File: config.mk
export PLATFORM = sky130hd
export DESIGN_NAME = gfrs_ctrl
export DESIGN_NICKNAME = d
export VERILOG_FILES = /design/src/rtl/gfrs_pkg.sv /design/src/rtl/gfrs_ctrl.sv
export SDC_FILE = /design/constraint.sdc
export NUM_CORES = 1
export LEC_CHECK = 0
export ABC_AREA = 1
export ABC_CLOCK_PERIOD_IN_PS = 2450
export CORE_AREA = 5 5 42 44
export CTS_CLUSTER_DIAMETER = 100
export DETAILED_ROUTE_END_ITERATION = 8
export DIE_AREA = 0 0 47 49
export DONT_BUFFER_PORTS = 1
export GPL_TIMING_DRIVEN = 0
export PLACE_DENSITY = 0.48
export RECOVER_POWER = 25
export REMOVE_ABC_BUFFERS = 1
export SYNTH_ARGS = -nofsm -noshare
export SYNTH_HDL_FRONTEND = slang
export SYNTH_SLANG_ARGS = --single-unit
File: constraint.sdc
create_clock -name clk -period 2.45 [get_ports clk]
set_clock_uncertainty 0.1 [all_clocks]
set_input_delay 0.3675 -clock clk [delete_from_list [all_inputs] [get_ports clk]]
set_output_delay 0.3675 -clock clk [all_outputs]
set_load 0.05 [all_outputs]
File: src/rtl/gfrs_pkg.sv
// Shared constants, types and controller/datapath interface for the grid Fenwick block.
package gfrs_pkg;

  localparam int GRID_SIDE = 1024;
  localparam int COORD_W   = 10;
  localparam int DATA_W    = 32;
  localparam int IDX_W     = $clog2(GRID_SIDE + 1);
  localparam int DEPTH     = GRID_SIDE * GRID_SIDE;
  localparam int ADDR_W    = $clog2(DEPTH);

  typedef enum logic [1:0] {
    REQ_UPDATE,
    REQ_QUERY,
    REQ_CLEAR
  } req_t;

  typedef enum logic [3:0] {
    S_CLEAR,
    S_IDLE,
    S_DECODE,
    S_CELL_RD,
    S_CELL_WR,
    S_U_RD,
    S_U_WR,
    S_Q_START,
    S_Q_RD,
    S_Q_ACC,
    S_Q_NEXT,
    S_Q_DONE
  } state_t;

  typedef struct packed {
    logic load;
    logic clr_step;
    logic cell_rd;
    logic cell_wr;
    logic tree_rd;
    logic up_step;
    logic pass_start;
    logic dn_step;
    logic pass_adv;
    logic out_load;
  } cmd_t;

  typedef struct packed {
    logic [1:0] kind;
    logic       in_grid;
    logic       clr_last;
    logic       up_done;
    logic       dn_done;
    logic       pass_empty;
    logic       last_pass;
    logic       out_free;
  } sts_t;

endpackage

File: src/rtl/gfrs_ctrl.sv
// Sequencer for clear sweeps, point updates and four-pass rectangle queries.
module gfrs_ctrl import gfrs_pkg::*; (
  input  logic clk,
  input  logic rst_n,
  input  logic in_valid,
  output logic in_ready,
  output cmd_t cmd,
  input  sts_t sts
);

  state_t state_r;
  state_t state_nxt;

  always_ff @(posedge clk) begin
    if (!rst_n) begin
      state_r <= S_CLEAR;
    end else begin
      state_r <= state_nxt;
    end
  end

  always_comb begin
    state_nxt = state_r;
    unique case (state_r)
      S_CLEAR: begin
        if (sts.clr_last) state_nxt = S_IDLE;
      end
      S_IDLE: begin
        if (in_valid) state_nxt = S_DECODE;
      end
      S_DECODE: begin
        unique case (sts.kind)
          REQ_UPDATE: state_nxt = sts.in_grid ? S_CELL_RD : S_IDLE;
          REQ_QUERY:  state_nxt = S_Q_START;
          REQ_CLEAR:  state_nxt = S_CLEAR;
          default:    state_nxt = S_IDLE;
        endcase
      end
      S_CELL_RD: state_nxt = S_CELL_WR;
      S_CELL_WR: state_nxt = S_U_RD;
      S_U_RD:    state_nxt = S_U_WR;
      S_U_WR: begin
        state_nxt = sts.up_done ? S_IDLE : S_U_RD;
      end
      S_Q_START: begin
        state_nxt = sts.pass_empty ? S_Q_NEXT : S_Q_RD;
      end
      S_Q_RD:  state_nxt = S_Q_ACC;
      S_Q_ACC: begin
        state_nxt = sts.dn_done ? S_Q_NEXT : S_Q_RD;
      end
      S_Q_NEXT: begin
        state_nxt = sts.last_pass ? S_Q_DONE : S_Q_START;
      end
      S_Q_DONE: begin
        if (sts.out_free) state_nxt = S_IDLE;
      end
      default: state_nxt = S_IDLE;
    endcase
  end

  always_comb begin
    cmd      = '0;
    in_ready = 1'b0;
    unique case (state_r)
      S_CLEAR:   cmd.clr_step = 1'b1;
      S_IDLE: begin
        in_ready = 1'b1;
        cmd.load = in_valid;
      end
      S_DECODE:  cmd = '0;
      S_CELL_RD: cmd.cell_rd = 1'b1;
      S_CELL_WR: cmd.cell_wr = 1'b1;
      S_U_RD:    cmd.tree_rd = 1'b1;
      S_U_WR:    cmd.up_step = 1'b1;
      S_Q_START: cmd.pass_start = 1'b1;
      S_Q_RD:    cmd.tree_rd = 1'b1;
      S_Q_ACC:   cmd.dn_step = 1'b1;
      S_Q_NEXT:  cmd.pass_adv = 1'b1;
      S_Q_DONE:  cmd.out_load = sts.out_free;
      default:   cmd = '0;
    endcase
  end

endmodule

# == After elaboration in Yosys (flattened, before gate mapping) ==
# Index checks and enable logic that the tools add are counted.
# op_classes
n_reduce_logical,4
n_eq_ne,16
n_mux,21
# op_table
cell,count
4-bit case mux with 12 select lines,1
"4-bit by 3-bit equality test with 1-bit output, second input constant",4
"4-bit equality test, second input constant",4
4-bit 2-to-1 mux,4
1-bit 2-to-1 mux,11
3-bit case mux with 3 select lines,1
"4-bit by 2-bit equality test with 1-bit output, second input constant",2
2-bit 2-to-1 mux,3
"2-bit inequality test, second input constant",3
"4-bit by 1-bit equality test with 1-bit output, second input constant",1
4-bit logical NOT,1
3-bit 2-to-1 mux,1
3-bit AND reduction,1
"2-bit by 1-bit equality test with 1-bit output, second input constant",1
"2-bit equality test, second input constant",1
2-bit logical NOT,1
2-bit OR reduction,1
# totals
in_bits,12
regBits,4
elab_cells,42
out_inout_bits,11

# == Longest topological paths before layout ==
# Gate-level depths: netlist (run 1).
# depth
ltp_word,3
ltp_mapped,9
depth_no_buf,9

# == Worst setup path after synthesis (run 1) ==
# OpenSTA, ideal clock, no wires.
# synth_path
path_type,flip-flop to output port
from,reg state_r[1]
to,out cmd[0] in the netlist's numbering
path_stages_with_launch,3
arrival_ps,1615
setup_slack_ps,367
required_time_ps,1982
path_cell_list,dfxtp_1 -> nand2_1 -> nor3_1
# synth_lines
item,line_no,rtl
from (decl),gfrs_ctrl.sv:11,state_t state_r;
from (signal assigned),gfrs_ctrl.sv:18,state_r <= state_nxt;
to (decl),gfrs_ctrl.sv:7,"output cmd_t cmd,"

==> results.cfg, run 1 <==
[clock_network]
cts_buffer_depth = 2
h-tree-depth = 1
clock_latency_ns = 0.23
clk_pin_slew_ns = 0.04
cts_resized = 0
cts_buffers = 3
cts_tree = yes
clockRootBuffer = clkbuf_4
clock-sinks = 4
cts_hold_buffers = 0
postCtsSetupRepairBufs = 0

[worst_setup_path]
cp-end-kind = primary output
cp.arrival_ns = 1.67
r2r_slack_ns = 0.42
rr_worst_depth = 6
path_class = flop to primary output
critPathLaunchType = flop
reg2reg_to = state_r[1]$_SDFFE_PN0P_
r2r-start = state_r[1]$_SDFFE_PN0P_
critPathRequiredTime_ns = 1.98
cp_max_fo = 6

[grt]
gr-total-overflow = 0
antenna_found_initial = 0
grt_pass1_vias = 437
track_usage_pct = 10.7
grt_max_degree = 7
grt_pass1_wl_um = 1760

[sta]
min_period_over_period_pct = 87.1
whs_ns = 0.138
tightest_slew_ns = 1.07
drv_slew = 0
min_period_ns = 2.13
rsz0062_at_grt = no
fmax_mhz = 469
slew_headroom_pct = 28.2
setup_violations = 0
fin_tns_setup_ns = 0
hold_viol_final = 0

[synth]
syn_inst = 77
ys.warnings.count = 0
synthTopCellsByArea = dfxtp_1, nand2_1, inv_1
synth_top_area_share_pct = 20.2
yosys.area.top_type = dfxtp_1
synth_area_um2 = 397
yosysUniqueCellTypes = 14
syn_avg_cell_area_um2 = 5.15
synth_ff_type = dfxtp_1
synth_sequential_area_ratio_pct = 20.2
synthArstFlopShare_pct = 0
synth_common_cells = nand2_1, inv_1, nor2_1, dfxtp_1, nand3_1
ys_seq_elements = 4
synth_edf_count = 0
synth.most_common_cell = nand2_1

[layout]
diodes = 0
drive_above_1_share_pct = 6.25
multi_input_area_um2 = 245
layoutNonFillerInstCount = 96
fill_cells = 176
largest_reg_flops = 4
area_growth_pct = 10.7
final_nets = 94
final_util_pct = 31.3
regMostFlops = state_r
final_area_um2 = 439
register_area_um2 = 80.1
reg_top3 = state_r x4

[route]
antenna_left = 0
firstDrtPassIters = 4
vias = 463
drc = 0
wl_per_cell_um = 11.5
vias_per_cell = 4.82
routed_wl_um = 1100
drt_iter0_drc = 8

[power_and_ir_drop]
p_sw_w = 0.000128
pwr-share-seq_pct = 28.3
power_frac_clock_pct = 28.3
switching_share_pct = 45.5
p_int_w = 0.000153
ir_drop_mv = 0.159
power.leakage_nw = 0.234
powerDensity_nw_per_um2 = 641
pwr-share-comb_pct = 43.4

[die]
die_x_um = 47
core_area_um2 = 1400
die_area_um2 = 2300
initial_core_util_pct = 28.3
io_pins = 23
die_h_um = 49
fp-row-count = 14

[worst_hold_path]
hold-path-cell-count = 2
min-delay-start = rst_n
worstHoldEndpoint = state_r[3]$_SDFFE_PN0P_
worstHoldPathType = input pin to flop

[placed_design]
port_buffers = 0
dp_hpwl_um = 927
placedCellCount = 93
placed_area_um2 = 417
place.gp.congestion = 0.789

[job]
drv_cap = 0

[outcome]
outcome = finished clean
[cells by family (layout without fill, tap and decap cells)]
| group | after synthesis | count (layout) | synth area share (%) |
|---|---|---|---|
| and+or+nand+nor | 45 | 45 | 49.5 |
| AOI/OAI and AO/OA | 9 | 9 | 12.3 |
| DFF | 4 | 4 | 20.2 |
| buffers and inverters | 19 | 22 | 18.0 |
[critical path: stages, from the launching register on]
cell and delay (ns):
dfxtp_1 0.40, nand2_1 0.17, nor2_1 0.86
[layout make-up]
cell class,count,area share [%]
Sequential cell,4,18.2
Tap cell,16,4.56
Inverter,19,16.2
Multi-Input combinational cell,54,55.8
Clock buffer,3,5.13
[routing by layer]
layer  GRT usage, %  routed length [µm]  vias to the layer above
met4           9.68                   0                        0
met2           17.0                 574                       15
li1               -                   -                      244
met5              0                   0                        -
met3           1.11                  62                        0
met1           11.6                 466                      204
[metrics by stage]
step                      power [W]  worst slack, ns
after floorplan            0.000188            0.367
after CTS                  0.000287          0.00560
after global placement     0.000204            0.258
after detailed placement   0.000204            0.265
final                      0.000281            0.316
after global routing       0.000307            0.243
[cell usage in the layout (no fill, tap or decap)]
cell,synthesis,routed
clkbuf_4,0,3
inv_1,19,19
a21oi_1,3,3
nand3_1,4,4
nand4_1,1,1
o21ai_0,3,3
nor2_1,14,16
dfxtp_1,4,4
nand2_1,20,20
nand3b_1,2,2
a31oi_1,1,1
nor3_2,0,2
o22ai_1,2,2
[power groups by stage]
stage / Sequential (W) / Clock (W) / Combinational (W)
finish: 0.0000797 / 0.0000796 / 0.000122
global route: 0.0000812 / 0.0000899 / 0.000136
CTS: 0.0000797 / 0.0000845 / 0.000123
detailed placement: 0.0000808 / 0 / 0.000123
global placement: 0.0000806 / 0 / 0.000123
floorplan: 0.0000786 / 0 / 0.000109
[worst max path at each step]
| stage | slack [ns] | start | cells after the start | end |
|---|---|---|---|---|
| after floorplan | 0.37 | state_r[1]$_SDFFE_PN0P_ | 2 | cmd[0] |
| after global placement | 0.26 | state_r[1]$_SDFFE_PN0P_ | 2 | cmd[0] |
| after detailed placement | 0.27 | state_r[1]$_SDFFE_PN0P_ | 2 | cmd[0] |
| after CTS | 0.006 | state_r[1]$_SDFFE_PN0P_ | 2 | cmd[0] |
| after global routing | 0.24 | state_r[0]$_SDFFE_PN0P_ | 3 | cmd[5] |
| final | 0.32 | state_r[1]$_SDFFE_PN0P_ | 2 | cmd[3] |
(Power assumes the default switching activity.)
==> run 2, diff against run 1 <==
--- a/config.mk
+++ b/config.mk
@@ -5,16 +5,15 @@
 export SDC_FILE = /design/constraint.sdc
 export NUM_CORES = 1
 export LEC_CHECK = 0
-export ABC_AREA = 1
 export ABC_CLOCK_PERIOD_IN_PS = 2450
 export CORE_AREA = 5 5 42 44
 export CTS_CLUSTER_DIAMETER = 100
 export DETAILED_ROUTE_END_ITERATION = 8
 export DIE_AREA = 0 0 47 49
 export DONT_BUFFER_PORTS = 1
+export GPL_ROUTABILITY_DRIVEN = 0
 export GPL_TIMING_DRIVEN = 0
-export PLACE_DENSITY = 0.48
-export RECOVER_POWER = 25
+export PLACE_DENSITY = 0.52
 export REMOVE_ABC_BUFFERS = 1
 export SYNTH_ARGS = -nofsm -noshare
 export SYNTH_HDL_FRONTEND = slang
==> run 2 against run 1 <==
Largest power group is now sequential cells. Critical endpoint is now cmd[4]. Critical path depth is the same. Design area is 2.6% higher. Non-clock buffer count is the same. Largest cell class unchanged. Sequential cell count did not move.
==> results.cfg, run 2 <==
[synth]
synth_edf_count = 0
synth_sequential_area_ratio_pct = 18.2
synthTopCellsByArea = dfxtp_1, nor2_1, buf_6
synth.most_common_cell = nor2_1
yosysUniqueCellTypes = 31
synth_common_cells = nor2_1, nand2_1, dfxtp_1, inv_1, nand2b_1
ys_seq_elements = 4
synth_area_um2 = 439
synthArstFlopShare_pct = 0
ys.warnings.count = 0
yosys.area.top_type = dfxtp_1
syn_avg_cell_area_um2 = 7.20
synth_ff_type = dfxtp_1
synth_top_area_share_pct = 18.2
syn_inst = 61

[worst_setup_path]
slowest_delay_ns = 0.74
cp-end-kind = primary output
cp_slowest_cell = nor2_1
path_class = flop to primary output
critPathLaunchType = flop
cp.arrival_ns = 1.84
cp_max_fo = 12
path_cells = nand2b_1 -> nor2_1
critPathRequiredTime_ns = 1.98

[placed_design]
port_buffers = 0
placed_area_um2 = 415
placedCellCount = 72
dp_hpwl_um = 838

[sta]
hold_viol_final = 0
slew_headroom_pct = 37.0
fin_tns_setup_ns = 0
tightest_slew_ns = 0.940
min_period_ns = 2.31
setup_violations = 0
whs_ns = 0.172
rsz0062_at_grt = no
drv_slew = 0
fmax_mhz = 434
min_period_over_period_pct = 94.1

[route]
drt_iter0_drc = 7
firstDrtPassIters = 3
antenna_left = 0
vias_per_cell = 5.59
drc = 0
vias = 419
wl_per_cell_um = 14.6
routed_wl_um = 1090

[layout]
largest_reg_flops = 4
diodes = 0
fill_cells = 170
final_area_um2 = 450
final_nets = 73
multi_input_area_um2 = 313
drive_above_1_share_pct = 20.3
layout_commonest_cell = nor2_1
register_area_um2 = 80.1
regMostFlops = state_r
layoutNonFillerInstCount = 75
mostFrequentLayoutCells = nor2_1, nand2_1, nand2b_1, inv_1, dfxtp_1
reg_top3 = state_r x4
area_growth_pct = 2.56

[clock_network]
cts_buffer_depth = 2
clock-sinks = 4
h-tree-depth = 1
clk_pin_slew_ns = 0.04
clockRootBuffer = clkbuf_4
clock_latency_ns = 0.23
cts_buffers = 3
cts_tree = yes

[outcome]
outcome = finished clean

[grt]
grt_pass1_wl_um = 1790
grt_pass1_vias = 433
gr-total-overflow = 0
track_usage_pct = 10.4
grt_max_degree = 18
antenna_found_initial = 0

[die]
die_x_um = 47
initial_core_util_pct = 31.3
die_area_um2 = 2300
die_h_um = 49
fp-row-count = 14
io_pins = 23
core_area_um2 = 1400

[power_and_ir_drop]
ir_drop_mv = 0.253
power.leakage_nw = 0.146
powerDensity_nw_per_um2 = 497

[job]
drv_cap = 0

[worst_hold_path]
worstHoldPathType = input pin to flop
==> run 2: cell families after synthesis <==
logic type | count (synthesis) | share of synthesized area, %
buffers and inverters | 9 | 13.4
flip-flops | 4 | 18.2
AO/OA/AOI/OAI | 18 | 29.1
AND/OR/NAND/NOR | 30 | 39.3
==> run 2: where the power goes <==
| group | internal [W] | leakage, nW | total, W | switching [W] |
|---|---|---|---|---|
| registers | 0.0000690 | 0.0326 | 0.0000851 | 0.0000160 |
| logic | 0.0000168 | 0.0992 | 0.0000612 | 0.0000444 |
| clock network | 0.0000545 | 0.0138 | 0.0000774 | 0.0000229 |
==> run 2: layout make-up <==
class / instances / share of cell area, %
clock buffer: 3 / 5.00
sequential: 4 / 17.8
tap: 16 / 4.44
multi-input combinational: 48 / 69.4
inverter: 4 / 3.33
==> run 2: through the flow <==
step	power (W)	util, %	setup WS (ns)
after global routing	0.000242	32.1	0.0203
after floorplan	0.000138	-	0.247
after CTS	0.000228	32.0	0.0210
after global placement	0.000147	29.6	0.102
after detailed placement	0.000147	29.6	0.0970
final	0.000224	32.1	0.143
==> run 2: worst max-delay path: cells and delay by family (launching register included) <==
family,cells,cell delay (ns)
flops,1,0.60
simple gates,2,1.01
==> run 2: repair_timing <==
action / CTS / global route
resized for setup: 3 / 1
endpoints found under the hold margin: 0 / 0
buffers inserted: 0 / 0
endpoints found under the setup margin: 3 / 1
hold buffers: 0 / 0
==> run 2: worst paths after layout <==
path | startpoint | to | slack [ns] | depth (start not counted)
worst max-delay path | state_r[1]$_SDFFE_PN0P_ | cmd[4] | 0.14 | 2
worst min-delay path | rst_n | state_r[3]$_SDFFE_PN0P_ | 0.17 | 1
worst max register to register | state_r[3]$_SDFFE_PN0P_ | state_r[2]$_SDFFE_PN0P_ | 0.44 | 4
worst min register to register | state_r[0]$_SDFFE_PN0P_ | state_r[1]$_SDFFE_PN0P_ | 0.63 | 2
==> run 2: metal layers <==
layer / vias up / wire, µm / track usage [%]
met5: - / 0 / 0
met4: 0 / 0 / 5.53
met3: 0 / 74 / 3.32
met2: 7 / 606 / 16.7
met1: 196 / 413 / 11.6
li1: 216 / - / -
==> run 3, diff against run 2 <==
--- a/config.mk
+++ b/config.mk
@@ -5,15 +5,16 @@
 export SDC_FILE = /design/constraint.sdc
 export NUM_CORES = 1
 export LEC_CHECK = 0
+export ABC_AREA = 1
 export ABC_CLOCK_PERIOD_IN_PS = 2450
-export CORE_AREA = 5 5 42 44
+export CORE_MARGIN = 5
+export CORE_UTILIZATION = 30
 export CTS_CLUSTER_DIAMETER = 100
 export DETAILED_ROUTE_END_ITERATION = 8
-export DIE_AREA = 0 0 47 49
 export DONT_BUFFER_PORTS = 1
 export GPL_ROUTABILITY_DRIVEN = 0
 export GPL_TIMING_DRIVEN = 0
-export PLACE_DENSITY = 0.52
+export PLACE_DENSITY = 0.49
 export REMOVE_ABC_BUFFERS = 1
 export SYNTH_ARGS = -nofsm -noshare
 export SYNTH_HDL_FRONTEND = slang
==> run 3 against run 2 <==
Clock-buffer cell count did not move. Utilization increased by 3.2 points. Hold slack worse by 0.031 ns. Total power increased by 28%. Critical path depth is 1 higher. Fmax increased by 6.9%. Critical path type unchanged. Critical endpoint is now cmd[5]. Largest cell class unchanged. Highest routed layer is now met4.
==> results.cfg, run 3 (synthesized netlist as in run 1, its figures left out) <==
[power_and_ir_drop]
p_sw_w = 0.000132
power_frac_clock_pct = 28.5
power.leakage_nw = 0.234
pwr-share-comb_pct = 43.7
ir_drop_mv = 0.227
switching_share_pct = 46.2
powerDensity_nw_per_um2 = 637
p_int_w = 0.000153
pwr-share-seq_pct = 27.7

[die]
io_pins = 23
fp-row-count = 13
die_h_um = 46.4
core_area_um2 = 1270
initial_core_util_pct = 31.3
die_x_um = 46.4
die_area_um2 = 2150

[sta]
drv_slew = 0
setup_violations = 0
fin_tns_setup_ns = 0
hold_viol_final = 0
whs_ns = 0.141
fmax_mhz = 464
slew_headroom_pct = 31.0
min_period_ns = 2.16
tightest_slew_ns = 1.05
rsz0062_at_grt = no
min_period_over_period_pct = 88.0

[route]
vias = 453
drc = 0
routed_wl_um = 1080
drt_iter0_drc = 0
antenna_left = 0
vias_per_cell = 4.77
wl_per_cell_um = 11.3
firstDrtPassIters = 1

[worst_hold_path]
hold-path-cell-count = 2
worstHoldPathType = input pin to flop

[grt]
grt_pass1_wl_um = 1690
antenna_found_initial = 0
grt_pass1_vias = 422
gr-total-overflow = 0
grt_max_degree = 7
track_usage_pct = 10.8

[worst_setup_path]
cp.arrival_ns = 1.69
critPathRequiredTime_ns = 1.98
critPathLaunchType = flop
path_class = flop to primary output
r2r_slack_ns = 0.50
rr_worst_depth = 7
cp_max_fo = 6
cp-end-kind = primary output

[layout]
reg_top3 = state_r x4
mostFrequentLayoutCells = nand2_1, inv_1, nor2_1, nand3_1, dfxtp_1
largest_reg_flops = 4
final_area_um2 = 448
diodes = 0
final_nets = 94
area_growth_pct = 12.9
layout_commonest_cell = nand2_1
drive_above_1_share_pct = 8.75
regMostFlops = state_r

[clock_network]
cts_buffers = 3
clk_pin_slew_ns = 0.04
cts_hold_buffers = 0
h-tree-depth = 1
clock-sinks = 4
clock_latency_ns = 0.23
postCtsSetupRepairBufs = 0
cts_tree = yes
clockRootBuffer = clkbuf_4
cts_buffer_depth = 2

[placed_design]
placed_area_um2 = 415
port_buffers = 0
dp_hpwl_um = 911

[outcome]
outcome = finished clean

[job]
drv_cap = 0
-- run 3: cell types whose count changed in the layout (fill, tap and decap cells not counted), sizes merged, moves of 2 or more --
cell,before,now
nor2,9,16
nand2,6,20
a31oi,3,1
nand3b,0,2
nor2b,3,0
inv,4,19
a21boi,2,0
nand3,1,4
nand2b,4,0
-- run 3: layout make-up --
cell class | count | area (µm²)
clock buffers | 3 | 22.5
fillers | 158 | 821
inverters | 19 | 71.3
multi-input cells | 54 | 255
flip-flops and latches | 4 | 80.1
well taps | 15 | 18.8
-- run 3: per-stage QoR --
step           total power [W]  util [%]  instances  setup slack [ns]
6_report              0.000285      35.3         95             0.293
5_1_grt               0.000306      35.3         95             0.216
4_1_cts               0.000283      34.5         95            0.0242
3_5_place_dp          0.000204      32.7         92             0.269
3_3_place_gp          0.000204      32.7         92             0.265
2_1_floorplan         0.000188         -         77             0.367
-- run 3: path summary, 6_finish.rpt --
path	startpoint	end
setup / recovery	state_r[3]$_SDFFE_PN0P_	cmd[5]
hold / removal	rst_n	state_r[3]$_SDFFE_PN0P_
setup reg to reg	state_r[3]$_SDFFE_PN0P_	state_r[0]$_SDFFE_PN0P_
hold reg to reg	state_r[1]$_SDFFE_PN0P_	state_r[3]$_SDFFE_PN0P_
-- run 3: power groups by stage --
| stage | Combinational (W) | Clock, W | Sequential (W) |
|---|---|---|---|
| after detailed placement | 0.000124 | 0 | 0.0000803 |
| final | 0.000125 | 0.0000814 | 0.0000791 |
| after global placement | 0.000123 | 0 | 0.0000807 |
| after CTS | 0.000124 | 0.0000799 | 0.0000793 |
| after global routing | 0.000137 | 0.0000893 | 0.0000800 |
| after floorplan | 0.000109 | 0 | 0.0000786 |
-- run 3: critical path: stages, from the launching register on --
cell	delay [ns]
dfxtp_1	0.34
inv_1	0.10
nand2_1	0.16
o22ai_1	0.85
-- run 3: repair_timing --
item / CTS / global route
resized for setup: 0 / 2
endpoints found under the setup margin: 0 / 2
hold endpoints to repair: 0 / 0
-- run 3: metal layers --
| metal | global-route usage, % | wire length, µm |
|---|---|---|
| met1 | 13.6 | 498 |
| met2 | 17.3 | 475 |
| met3 | 2.34 | 86 |
| met4 | 5.11 | 14 |
| met5 | 0 | 0 |
